$ cat config.mk
export PLATFORM = sky130hd
export DESIGN_NAME = six_bit_superblock_unpack_unit
export DESIGN_NICKNAME = d
export VERILOG_FILES = /design/src/hdl/s6u_pkg.sv /design/src/hdl/s6u_scale.sv /design/src/hdl/s6u_datapath.sv /design/src/hdl/s6u_ctrl.sv /design/src/hdl/six_bit_superblock_unpack_unit.sv
export SDC_FILE = /design/constraint.sdc
export NUM_CORES = 2
export LEC_CHECK = 0
export BUFFER_PORTS_ARGS = -buffer_cell sky130_fd_sc_hd__buf_2
export CAP_MARGIN = 25
export CORE_MARGIN = 4
export CORE_UTILIZATION = 50
export CTS_CLUSTER_DIAMETER = 100
export DETAILED_ROUTE_END_ITERATION = 8
export PLACE_DENSITY = 0.65
export SYNTH_ARGS = -nofsm -noshare
export SYNTH_HDL_FRONTEND = slang
export SYNTH_SLANG_ARGS = --single-unit
$ cat constraint.sdc
create_clock -name clk -period 7.8 [get_ports clk]
set_input_delay 1.95 -clock clk [delete_from_list [all_inputs] [get_ports clk]]
set_output_delay 1.95 -clock clk [all_outputs]
set_load 0.02 [all_outputs]
$ cat src/hdl/s6u_pkg.sv
// shared types and constants of the six-bit super-block unpacker
`default_nettype none
package s6u_pkg;

	localparam int unsigned SB_BYTES  = 128 + 64 + 16 + 2;
	localparam int unsigned SC_BASE   = 192;
	localparam int unsigned D_BASE    = 208;
	localparam int unsigned N_CHUNKS  = 32;
	localparam int unsigned MEM_WORDS = SC_BASE / 8;

	typedef enum logic [1:0] {
		ST_IDLE,
		ST_RD_LO,
		ST_RD_HI,
		ST_WAIT
	} state_t;

	typedef struct packed {
		logic wr;
		logic rd_lo;
		logic rd_hi;
		logic lat_lo;
		logic scale_start;
		logic emit;
	} cmd_t;

	typedef struct packed {
		logic last_byte;
		logic scale_busy;
		logic last_chunk;
	} status_t;

endpackage
`default_nettype wire

$ cat src/hdl/s6u_scale.sv
// iterative half-precision times signed byte multiplier with rounding
`default_nettype none
module s6u_scale (
	input  wire logic        clk,
	input  wire logic        arst_n,
	input  wire logic        start,
	input  wire logic [15:0] h,
	input  wire logic [7:0]  sc,
	output logic             busy,
	output logic [15:0]      res
);
	logic [4:0]  e;
	logic [9:0]  m;
	logic        sign;
	logic [7:0]  mag;
	logic [10:0] mant;
	logic [18:0] prod;
	logic [17:0] p;
	logic [15:0] spec_res;

	logic        busy_q;
	logic        spec_q;
	logic [15:0] spec_res_q;
	logic        zero_q;
	logic        sign_q;
	logic [4:0]  e_q;
	logic [17:0] p_q;
	logic [17:0] pn_q;
	logic [4:0]  n_q;

	logic signed [6:0] ex;
	logic signed [6:0] x;
	logic signed [6:0] x_adj;
	logic              rnd;
	logic [11:0]       q;
	logic [4:0]        sub_sh;
	logic [17:0]       sub_p;
	logic [6:0]        efield;

	always_comb begin
		e    = h[14:10];
		m    = h[9:0];
		sign = h[15] ^ sc[7];
		mag  = sc[7] ? 8'(-sc) : sc;
		mant = (e == 5'd0) ? {1'b0, m} : {1'b1, m};
		prod = {8'b0, mant} * {11'b0, mag};
		p    = prod[17:0];
		if (m != 10'd0) begin
			spec_res = h | 16'h0200;
		end else if (mag == 8'd0) begin
			spec_res = 16'h7E00;
		end else begin
			spec_res = {sign, 15'h7C00};
		end
	end

	always_ff @(posedge clk or negedge arst_n) begin
		if (!arst_n) begin
			busy_q <= 1'b0;
		end else if (start) begin
			busy_q <= (e != 5'd31) && (p != 18'd0);
		end else if (busy_q && pn_q[17]) begin
			busy_q <= 1'b0;
		end
	end

	always_ff @(posedge clk) begin
		if (start) begin
			spec_q     <= (e == 5'd31);
			spec_res_q <= spec_res;
			zero_q     <= (p == 18'd0);
			sign_q     <= sign;
			e_q        <= e;
			p_q        <= p;
			pn_q       <= p;
			n_q        <= 5'd17;
		end else if (busy_q && !pn_q[17]) begin
			pn_q <= {pn_q[16:0], 1'b0};
			n_q  <= n_q - 5'd1;
		end
	end

	always_comb begin
		ex     = (e_q == 5'd0) ? -7'sd24 : ($signed({2'b0, e_q}) - 7'sd25);
		x      = $signed({2'b0, n_q}) + ex;
		rnd    = pn_q[6] & ((|pn_q[5:0]) | pn_q[7]);
		q      = {1'b0, pn_q[17:7]} + {11'b0, rnd};
		x_adj  = q[11] ? (x + 7'sd1) : x;
		sub_sh = (e_q == 5'd0) ? 5'd0 : (e_q - 5'd1);
		sub_p  = p_q << sub_sh;
		efield = 7'(x_adj + 7'sd15);
		if (spec_q) begin
			res = spec_res_q;
		end else if (zero_q) begin
			res = {sign_q, 15'd0};
		end else if (x < -7'sd14) begin
			res = {sign_q, 5'd0, sub_p[9:0]};
		end else if (x_adj > 7'sd15) begin
			res = {sign_q, 15'h7C00};
		end else begin
			res = {sign_q, efield[4:0], (q[11] ? 10'd0 : q[9:0])};
		end
	end

	assign busy = busy_q;

endmodule
`default_nettype wire

$ cat src/hdl/s6u_datapath.sv
// byte store, chunk counter, weight assembly and result registers
`default_nettype none
module s6u_datapath (
	input  wire logic            clk,
	input  wire logic            arst_n,
	input  wire s6u_pkg::cmd_t   cmd,
	output s6u_pkg::status_t     status,
	input  wire logic [7:0]      block_byte,
	input  wire logic            signed_mode,
	output logic                 strobe,
	output logic [7:0]           weight_0,
	output logic [7:0]           weight_1,
	output logic [7:0]           weight_2,
	output logic [7:0]           weight_3,
	output logic [7:0]           weight_4,
	output logic [7:0]           weight_5,
	output logic [7:0]           weight_6,
	output logic [7:0]           weight_7,
	output logic [15:0]          scale_bits,
	output logic [5:0]           zero_point,
	output logic [4:0]           chunk_index,
	output logic                 last_chunk
);
	import s6u_pkg::*;

	logic [7:0][7:0] mem [MEM_WORDS];
	logic [7:0][7:0] rd_data_q;
	logic [7:0][7:0] lo_q;
	logic [7:0]      sc_q [16];
	logic [7:0]      dlo_q;
	logic [7:0]      dhi_q;
	logic [7:0]      cnt_q;
	logic [4:0]      k_q;
	logic [4:0]      rd_addr;

	logic            scale_busy;
	logic [15:0]     scale_res;

	logic [7:0]      w [8];
	logic [5:0]      v [8];
	logic [1:0]      g;
	logic [3:0]      nib;
	logic [1:0]      hb;

	logic            strobe_q;
	logic [7:0]      w_q [8];
	logic [15:0]     scale_q;
	logic [5:0]      zp_q;
	logic [4:0]      idx_q;
	logic            last_q;

	always_ff @(posedge clk or negedge arst_n) begin
		if (!arst_n) begin
			cnt_q <= 8'd0;
		end else if (cmd.wr) begin
			cnt_q <= (cnt_q == 8'(SB_BYTES - 1)) ? 8'd0 : (cnt_q + 8'd1);
		end
	end

	always_ff @(posedge clk or negedge arst_n) begin
		if (!arst_n) begin
			k_q <= 5'd0;
		end else if (cmd.wr) begin
			k_q <= 5'd0;
		end else if (cmd.emit) begin
			k_q <= k_q + 5'd1;
		end
	end

	always_ff @(posedge clk) begin
		if (cmd.wr) begin
			if (cnt_q < 8'(SC_BASE)) begin
				mem[cnt_q[7:3]][cnt_q[2:0]] <= block_byte;
			end else if (cnt_q < 8'(D_BASE)) begin
				sc_q[cnt_q[3:0]] <= block_byte;
			end else if (cnt_q == 8'(D_BASE)) begin
				dlo_q <= block_byte;
			end else begin
				dhi_q <= block_byte;
			end
		end
	end

	// low-nibble word, then the word of high bits
	always_comb begin
		if (cmd.rd_lo) begin
			rd_addr = {1'b0, k_q[4], k_q[2], k_q[1:0]};
		end else begin
			rd_addr = 5'(16) + {2'b0, k_q[4], k_q[1:0]};
		end
	end

	always_ff @(posedge clk) begin
		if (cmd.rd_lo || cmd.rd_hi) begin
			rd_data_q <= mem[rd_addr];
		end
		if (cmd.lat_lo) begin
			lo_q <= rd_data_q;
		end
	end

	s6u_scale u_scale (
		.clk    (clk),
		.arst_n (arst_n),
		.start  (cmd.scale_start),
		.h      ({dhi_q, dlo_q}),
		.sc     (sc_q[k_q[4:1]]),
		.busy   (scale_busy),
		.res    (scale_res)
	);

	always_comb begin
		g   = k_q[3:2];
		nib = 4'd0;
		hb  = 2'd0;
		for (int i = 0; i < 8; i++) begin
			nib  = g[1] ? lo_q[i][7:4] : lo_q[i][3:0];
			hb   = 2'(rd_data_q[i] >> {g, 1'b0});
			v[i] = {hb, nib};
			w[i] = signed_mode ? (8'({2'b0, v[i]}) - 8'd32) : {2'b0, v[i]};
		end
	end

	always_ff @(posedge clk or negedge arst_n) begin
		if (!arst_n) begin
			strobe_q <= 1'b0;
		end else begin
			strobe_q <= cmd.emit;
		end
	end

	always_ff @(posedge clk) begin
		if (cmd.emit) begin
			for (int i = 0; i < 8; i++) begin
				w_q[i] <= w[i];
			end
			scale_q <= scale_res;
			zp_q    <= signed_mode ? 6'd0 : 6'd32;
			idx_q   <= k_q;
			last_q  <= (k_q == 5'(N_CHUNKS - 1));
		end
	end

	always_comb begin
		status.last_byte  = (cnt_q == 8'(SB_BYTES - 1));
		status.scale_busy = scale_busy;
		status.last_chunk = (k_q == 5'(N_CHUNKS - 1));
	end

	assign strobe      = strobe_q;
	assign weight_0    = w_q[0];
	assign weight_1    = w_q[1];
	assign weight_2    = w_q[2];
	assign weight_3    = w_q[3];
	assign weight_4    = w_q[4];
	assign weight_5    = w_q[5];
	assign weight_6    = w_q[6];
	assign weight_7    = w_q[7];
	assign scale_bits  = scale_q;
	assign zero_point  = zp_q;
	assign chunk_index = idx_q;
	assign last_chunk  = last_q;

endmodule
`default_nettype wire

$ cat src/hdl/s6u_ctrl.sv
// sequencer for byte intake and chunk emission
`default_nettype none
module s6u_ctrl (
	input  wire logic             clk,
	input  wire logic             arst_n,
	input  wire logic             accept,
	input  wire s6u_pkg::status_t status,
	output s6u_pkg::cmd_t         cmd,
	output logic                  busy
);
	import s6u_pkg::*;

	state_t state_q;
	state_t state_d;

	always_ff @(posedge clk or negedge arst_n) begin
		if (!arst_n) begin
			state_q <= ST_IDLE;
		end else begin
			state_q <= state_d;
		end
	end

	always_comb begin
		state_d = state_q;
		case (state_q)
			ST_IDLE: begin
				if (accept && status.last_byte) state_d = ST_RD_LO;
			end
			ST_RD_LO: state_d = ST_RD_HI;
			ST_RD_HI: state_d = ST_WAIT;
			ST_WAIT: begin
				if (!status.scale_busy) state_d = status.last_chunk ? ST_IDLE : ST_RD_LO;
			end
			default: state_d = ST_IDLE;
		endcase
	end

	always_comb begin
		cmd  = '0;
		busy = 1'b1;
		case (state_q)
			ST_IDLE: begin
				busy   = 1'b0;
				cmd.wr = accept;
			end
			ST_RD_LO: begin
				cmd.rd_lo       = 1'b1;
				cmd.scale_start = 1'b1;
			end
			ST_RD_HI: begin
				cmd.rd_hi  = 1'b1;
				cmd.lat_lo = 1'b1;
			end
			ST_WAIT: begin
				cmd.emit = !status.scale_busy;
			end
			default: begin
				busy = 1'b1;
			end
		endcase
	end

endmodule
`default_nettype wire

$ cat src/hdl/six_bit_superblock_unpack_unit.sv
// top level of the six-bit super-block unpacker
`default_nettype none
// six-bit super-block unpacker. a super-block is 210 bytes fed one per cycle
// while busy is low: 128 low-nibble bytes, 64 bytes of two-bit high parts,
// 16 signed sub-scales and the half-precision super scale (little endian).
// after the last byte the unit raises busy and emits 32 results of eight
// weights, one strobe each; the receiver cannot stall, so each result is
// valid for exactly the one strobe cycle. each result takes two reads of the
// single-port byte store (low nibbles, high bits) plus the shift-per-cycle
// normalization of the scale multiplier. signed_mode is a one-bit register on
// its own write channel, always ready; write it only while busy is low.
module six_bit_superblock_unpack_unit (
	input  wire logic        clk,
	input  wire logic        arst_n,
	// byte intake
	input  wire logic        start,
	output logic             busy,
	input  wire logic [7:0]  block_byte,
	// configuration write
	input  wire logic        cfg_valid,
	output logic             cfg_ready,
	input  wire logic        cfg_data,
	// results
	output logic             strobe,
	output logic [7:0]       weight_0,
	output logic [7:0]       weight_1,
	output logic [7:0]       weight_2,
	output logic [7:0]       weight_3,
	output logic [7:0]       weight_4,
	output logic [7:0]       weight_5,
	output logic [7:0]       weight_6,
	output logic [7:0]       weight_7,
	output logic [15:0]      scale_bits,
	output logic [5:0]       zero_point,
	output logic [4:0]       chunk_index,
	output logic             last_chunk
);
	import s6u_pkg::*;

	cmd_t    cmd;
	status_t status;
	logic    ctrl_busy;
	logic    accept;
	logic    signed_mode_q;

	// a byte is taken whenever start is high and the sequencer sits idle
	assign accept    = start && !ctrl_busy;
	assign busy      = ctrl_busy;
	assign cfg_ready = 1'b1;

	// mode register, sampled when each result is built
	always_ff @(posedge clk or negedge arst_n) begin
		if (!arst_n) begin
			signed_mode_q <= 1'b0;
		end else if (cfg_valid && cfg_ready) begin
			signed_mode_q <= cfg_data;
		end
	end

	s6u_ctrl u_ctrl (
		.clk    (clk),
		.arst_n (arst_n),
		.accept (accept),
		.status (status),
		.cmd    (cmd),
		.busy   (ctrl_busy)
	);

	// store, weight assembly, scale product and output registers
	s6u_datapath u_dp (
		.clk         (clk),
		.arst_n      (arst_n),
		.cmd         (cmd),
		.status      (status),
		.block_byte  (block_byte),
		.signed_mode (signed_mode_q),
		.strobe      (strobe),
		.weight_0    (weight_0),
		.weight_1    (weight_1),
		.weight_2    (weight_2),
		.weight_3    (weight_3),
		.weight_4    (weight_4),
		.weight_5    (weight_5),
		.weight_6    (weight_6),
		.weight_7    (weight_7),
		.scale_bits  (scale_bits),
		.zero_point  (zero_point),
		.chunk_index (chunk_index),
		.last_chunk  (last_chunk)
	);

endmodule
`default_nettype wire

After elaboration in Yosys (flattened, before gate mapping). Memories as Yosys holds them, arrays and structs flattened. A register that Yosys moved wholly into a read port is not among the register bits. Index checks and enable logic that the tools add are counted.

Memories kept: 3. Input port bits: 13. Flip-flop bits (word level): 191. Output and inout bits: 95. RAM bits: 1728.

Equal/unequal tests: 10. Bitwise logic cells: 6. Reductions and logical operators: 23. Shift-type cells: 9. Magnitude comparators: 6. Multiplexer cells: 57. $add $sub $neg: 19. Multiply operators: 1.

Memories: u_dp.mem (depth 24, width 64, rd ports 1, clocked after Yosys merged registers in 1, wr ports 1, line s6u_datapath.sv:26) `logic [7:0][7:0] mem [MEM_WORDS];`; u_dp.sc_q (depth 16, width 8, rd ports 1, clocked after Yosys merged registers in 0, wr ports 1, line s6u_datapath.sv:29) `logic [7:0] sc_q [16];`; u_dp.w_q (depth 8, width 8, rd ports 8, clocked after Yosys merged registers in 0, wr ports 8, line s6u_datapath.sv:46) `logic [7:0] w_q [8];`.

Operators by type and width (count): $mux W8 (11); $mux W64 (1); $shr A8 B3 Y2 (8); $sub A6 B6 Y7 const B (8); $mux W16 (3); $mux W15 (3); $mux W18 (2); $mux W4 (8); $demux W8 S3 (1); $mux W5 (4); $logic_not A18 Y1 (1); $mul A11 B8 Y18 (1); $reduce_bool A18 Y1 (1); $shl A18 B5 Y10 (1); $eq A8 B8 Y1 const B (2); $lt A8 B8 Y1 const B (2); $mux W1 (15); $mux W7 (2); $add A11 B1 Y12 (1); $mux W11 (1); $eq A5 B5 Y1 const B (2); $logic_not A5 Y1 (2); $mux W10 (1); $reduce_bool A10 Y1 (1); 34 further kinds (49).

Depth between registers and ports, before layout.
Depth after elaboration: 10. Mapped depth: 29. Gate-level depth less buffers: 27.

Modules after synthesis. Synthesis repeated with hierarchy kept, for this count alone.

Cell total of the unflattened synthesis: 4279. Area total of the unflattened synthesis: 79646.4 um^2.

Modules (own cells, without submodules): s6u_datapath (area each 72604.6 um^2, cells an instance 3519, times used 1, seq. area each 57014.7 um^2); s6u_scale (area each 6760.2 um^2, cells an instance 733, times used 1, seq. area each 1686.6 um^2); s6u_ctrl (area each 224.0 um^2, cells an instance 22, times used 1, seq. area each 50.0 um^2); six_bit_superblock_unpack_unit (area each 57.6 um^2, cells an instance 5, times used 1, seq. area each 25.0 um^2).

Worst setup path after synthesis. No wires, ideal clock.

Path type: flip-flop to flip-flop. Start: register u_dp.k_q[1]. End: register u_dp.u_scale.busy_q (netlist: u_dp.u_scale.busy). Cell stages (with the launch flop): 29. Library setup time: 135 ps. Path buffers: 2. Arrival: 7000 ps. Path slack: 665 ps. Cells stage by stage: dfrtp_1 buf_6 mux4_2 a22oi_2 nand3_4 clkinv_1 ha_1 or3b_1 o31ai_1 xnor2_1 clkbuf_1 nand2_1 fa_1 fa_1 inv_1 fa_1 inv_1 fa_1 inv_1 ha_1 and2_1 a32oi_1 nor2b_1 xnor2_1 or4_1 nor4b_1 nand3_1 nor3_1 o22ai_2.

Longest elaborated chain between the ends: 7.

Ends and longest elaborated chain: start: declaration (line s6u_datapath.sv:33) `logic [4:0] k_q;`; start signal: assignment (line s6u_datapath.sv:66) `k_q <= k_q + 5'd1;`; $mem_v2 Z16 W8 *; $neg A8 Y8 (line s6u_scale.sv:44) `mag = sc[7] ? 8'(-sc) : sc;`; $mux W8 * (line s6u_scale.sv:44); $mul A11 B8 Y18 * (line s6u_scale.sv:46) `prod = {8'b0, mant} * {11'b0, mag};`; net u_dp.u_scale.prod[8] (line s6u_scale.sv:17) `logic [18:0] prod;`; $reduce_bool A18 Y1 * (line s6u_scale.sv:61) `busy_q <= (e != 5'd31) && (p != 18'd0);`; $logic_and A1 B1 Y1 * (line s6u_scale.sv:61); $mux W1 * (line s6u_scale.sv:60) `end else if (start) begin`; end signal: assignment (line s6u_scale.sv:61); end: declaration (line s6u_scale.sv:21) `logic busy_q;`.

Mark *: on every way through the listed nets, which the timed path passes. The rest lies on a longest branch. A chain may end at the register's enable or synchronous reset.

Worst setup path after layout. Ends and elaborated chain as after synthesis.

==> impl_results.md <==
* Status: completed
* Area delta synth->final at 12.1%
* Post-synth ARST share at 0.00917
* Final Setup Violations at 0
* Final Hold Viols at 0
* Met1 usage at 0.312
* GRT busiest layer: met2
* Arrival @ worst endpoint at ~8 ns
* CP delay by family, top: adder cells
* CTS Buf Count at 188
* WL/cell at 27.9 um
* Clk slew on worst S/H paths at around 0.060 ns
* Buf+Inv Stages, Crit Path at 5
* CP Max Fanout at 13
* Synth top cells by count: 1939 x edfxtp_1, 483 x mux4_2, 264 x nor2_1, 189 x nand2_1, 148 x clkbuf_1
* Pin count of the biggest net entering global routing at 149
* Worst Setup End Kind: flip-flop
* Root Buffer: clkbuf_16
* Seq pwr share at 0.358
* Yosys top cell area share at 0.736
* Clk pwr share at 0.237
* Skew-Pair Late Insertion Delay at 0.82 ns
* First drt pass iteration count at 5
* Slew headroom at 0.267
* Fin crit share at 0.956
* Minimum clock period at 7.45 ns
* DRC viols at 0
* First-pass GRT wire length at 263000 um
* Vias/cell at 5.94
* Top post-synthesis cells by area: edfxtp_1 74%, mux4_2 14%, fa_1 1.4%
* Int Power at ~25000 uW
* Cells after Synth at 3927
* Via Count at between 30000 and 40000
* Worst hold slack at around 0.44 ns
* Yosys warns at 0
* Routed Antenna Nets at 0
* Utilization after layout at 0.566
* Clock buffer depth at 3
* # IOs at between 100 and 150
* Number of global-route vias before repair at 38333
* Slowest stage delay, CP at 0.57 ns
* Top-count cell post-synth: edfxtp_1
* Detailed Place HPWL at roughly 110000 um
* LEAKAGE at 0.0285 uW
* DIE AREA at 0.165 mm^2
* Crit path kind: reg2reg
* Number of flops mapped to enable cells by yosys at 1939
* Fraction of the yosys area taken by sequential cells at 0.743
* Met2 usage in global routing at 0.358
* CTS HTree Levels at 4
* Net Switching at 12900 uW
* Final Max Tran Viols at 0
* Sw frac at 0.345
* Initial DRC Count at 3953
* Slowest stage cell, crit path: mux4_1
* DP Area at 0.0824 mm^2
* Fillers at 11582
* Nets@finish at 4236
* Slew @ Worst Pin at 1.10 ns
* Met3 Resource Use GR at 0.0353
* Initial antenna violation count at 3
* Initial Util at 0.505
* Register bit total from synthesis at about 2000
* Worst setup SP type: flip-flop
* Cell Rows at 145
* Synth unique cells at 75
* Fmax at 134 MHz
* FF/Latch Area at 0.0588 mm^2
* Power Dens Cells at 422 mW/mm^2
* Mapped Avg Cell Area at 20.1 um^2
* Peak VDD IR at 1.13 mV
* Drt total wl at 177000 um
* GRT Total Usage at 0.219
* GP Congestion at 0.877
* Area of the multi-input gates at between 0.015 and 0.02 mm^2
* Die Width at 406 um
* Required @ worst endpoint at 8.48 ns
* Layout cells sized above 1 at 0.241
* Port Buffers at around 100
* Comb power frac at 0.405
* Worst hold path class: reg2reg
* Leading area contributor after synthesis: edfxtp_1
* Die H at just over 400 um
* Cts hold-fix bufs at 0
* Total power at 37400 uW
* Sink Count at 1962
* Max-Cap Viols at 0
* Grt ovf at 0
* Most used DFF post-synth: edfxtp_1
* CTS tree: built
* Synthesized area at between 0.07 and 0.08 mm^2
* Core box area at 0.157 mm^2
* Cell area after layout at 0.0886 mm^2
* Clk_skew at around 0.032 ns
area by class of cell:
cell class | count | area share
inverter | 122 | 0.00517
clock buffer | 240 | 0.0565
antenna | 3 | 0.0000847
clock inverter | 110 | 0.0113
multi-input combinational | 1637 | 0.215
tap | 2058 | 0.0290
sequential | 1962 | 0.663
timing repair buffer | 198 | 0.0197
final timing paths:
kind	startpoint	to	slack (ns)	depth (start not counted)
setup / recovery	u_dp.k_q[1]	u_dp.u_scale.busy	0.35	27
hold / removal	u_dp.rd_data_q[63]	u_dp.lo_q[63]	0.44	0
setup reg to reg	u_dp.k_q[1]	u_dp.u_scale.busy	0.35	27
hold reg to reg	u_dp.rd_data_q[63]	u_dp.lo_q[63]	0.44	0
max in group asynchronous	arst_n	u_dp.k_q[0]	6.13	1
min in group asynchronous	arst_n	signed_mode_q	1.16	1
registers in the layout, indices dropped and copies added (netlist names), 2 cells and up:
signal and count:
u_dp.u_scale.pn_q 18, u_dp.dlo_q 8, u_ctrl.state_q 2, u_dp.u_scale.e_q 5, u_dp.scale_bits 16, u_dp.rd_data_q 64
u_dp.u_scale.spec_res_q 16, u_dp.sc_q 128, u_dp.w_q 56, u_dp.u_scale.p_q 10, u_dp.u_scale.n_q 5, u_dp.cnt_q 8
u_dp.k_q 5, u_dp.dhi_q 8, u_dp.chunk_index 5, u_dp.lo_q 64, u_dp.mem 1536
cell families after synthesis:
kind of cell               after synthesis  synth area share
adders and majority gates              114            0.0232
and+or+nand+nor                        618            0.0350
xor gates and xnor gates                58           0.00660
other                                    2         0.0000950
muxes                                  642             0.159
DFF                                   1962             0.743
AOI/OAI and AO/OA                      199            0.0157
buffers and inverters                  332            0.0170
cells in the final DEF (no fill, tap or decap), drive strengths merged, types with 6 or more instances in the layout:
master,synthesis,final
edfxtp,1939,1939
mux4,486,486
nor2,264,264
clkbuf,148,240
buf,62,198
nand2,190,190
inv,120,127
mux2i,104,104
o21ai,95,95
clkinv,2,86
ha,60,60
fa,54,54
mux2,52,52
xnor2,36,36
and2,32,32
a21oi,23,23
xor2,21,21
nor3,20,20
dfrtp,18,18
nand3,17,17
nor2b,16,16
nand2b,15,15
bufinv,0,14
o31ai,12,12
a22oi,12,12
nand4,10,10
or2,10,10
a221oi,8,8
and3,8,8
nor3b,8,8
o21a,7,7
a21o,6,6
conb,2,6
stage by stage:
| stage | setup slack, ns | instances | setup TNS, ns |
|---|---|---|---|
| after floorplan | 0.665 | 3931 | 0 |
| final | 0.346 | 6330 | 0 |
| after CTS | 0.0116 | 6314 | 0 |
| after detailed placement | 0.0563 | 5964 | 0 |
| after global placement | 0.212 | 5949 | 0 |
| after global routing | -0.00174 | 6327 | -0.00174 |
power groups by stage:
stage,clock [uW],combinational (uW),sequential [uW]
floorplan,0,11000,13600
global placement,0,14900,13600
detailed placement,0,15000,13600
CTS,9040,15100,13400
global route,9490,16800,13500
finish,8880,15200,13400
routing by layer:
layer  wire length [um]  vias to the layer above  part of all wire
met5                  0                        -                 0
met4               4230                        0             0.024
met3              11500                      258             0.065
met2              87500                     1348              0.50
met1              73300                    19889              0.42
li1                   -                    16133                 -
what timing repair did:
action / 4_1_cts / 5_1_grt
endpoints found under the setup margin: 0 / 3
gates resized for setup: 0 / 7
setup buffers: 0 / 8
hold endpoints to repair: 0 / 0
No activity file was read; power rests on OpenSTA's default activity.
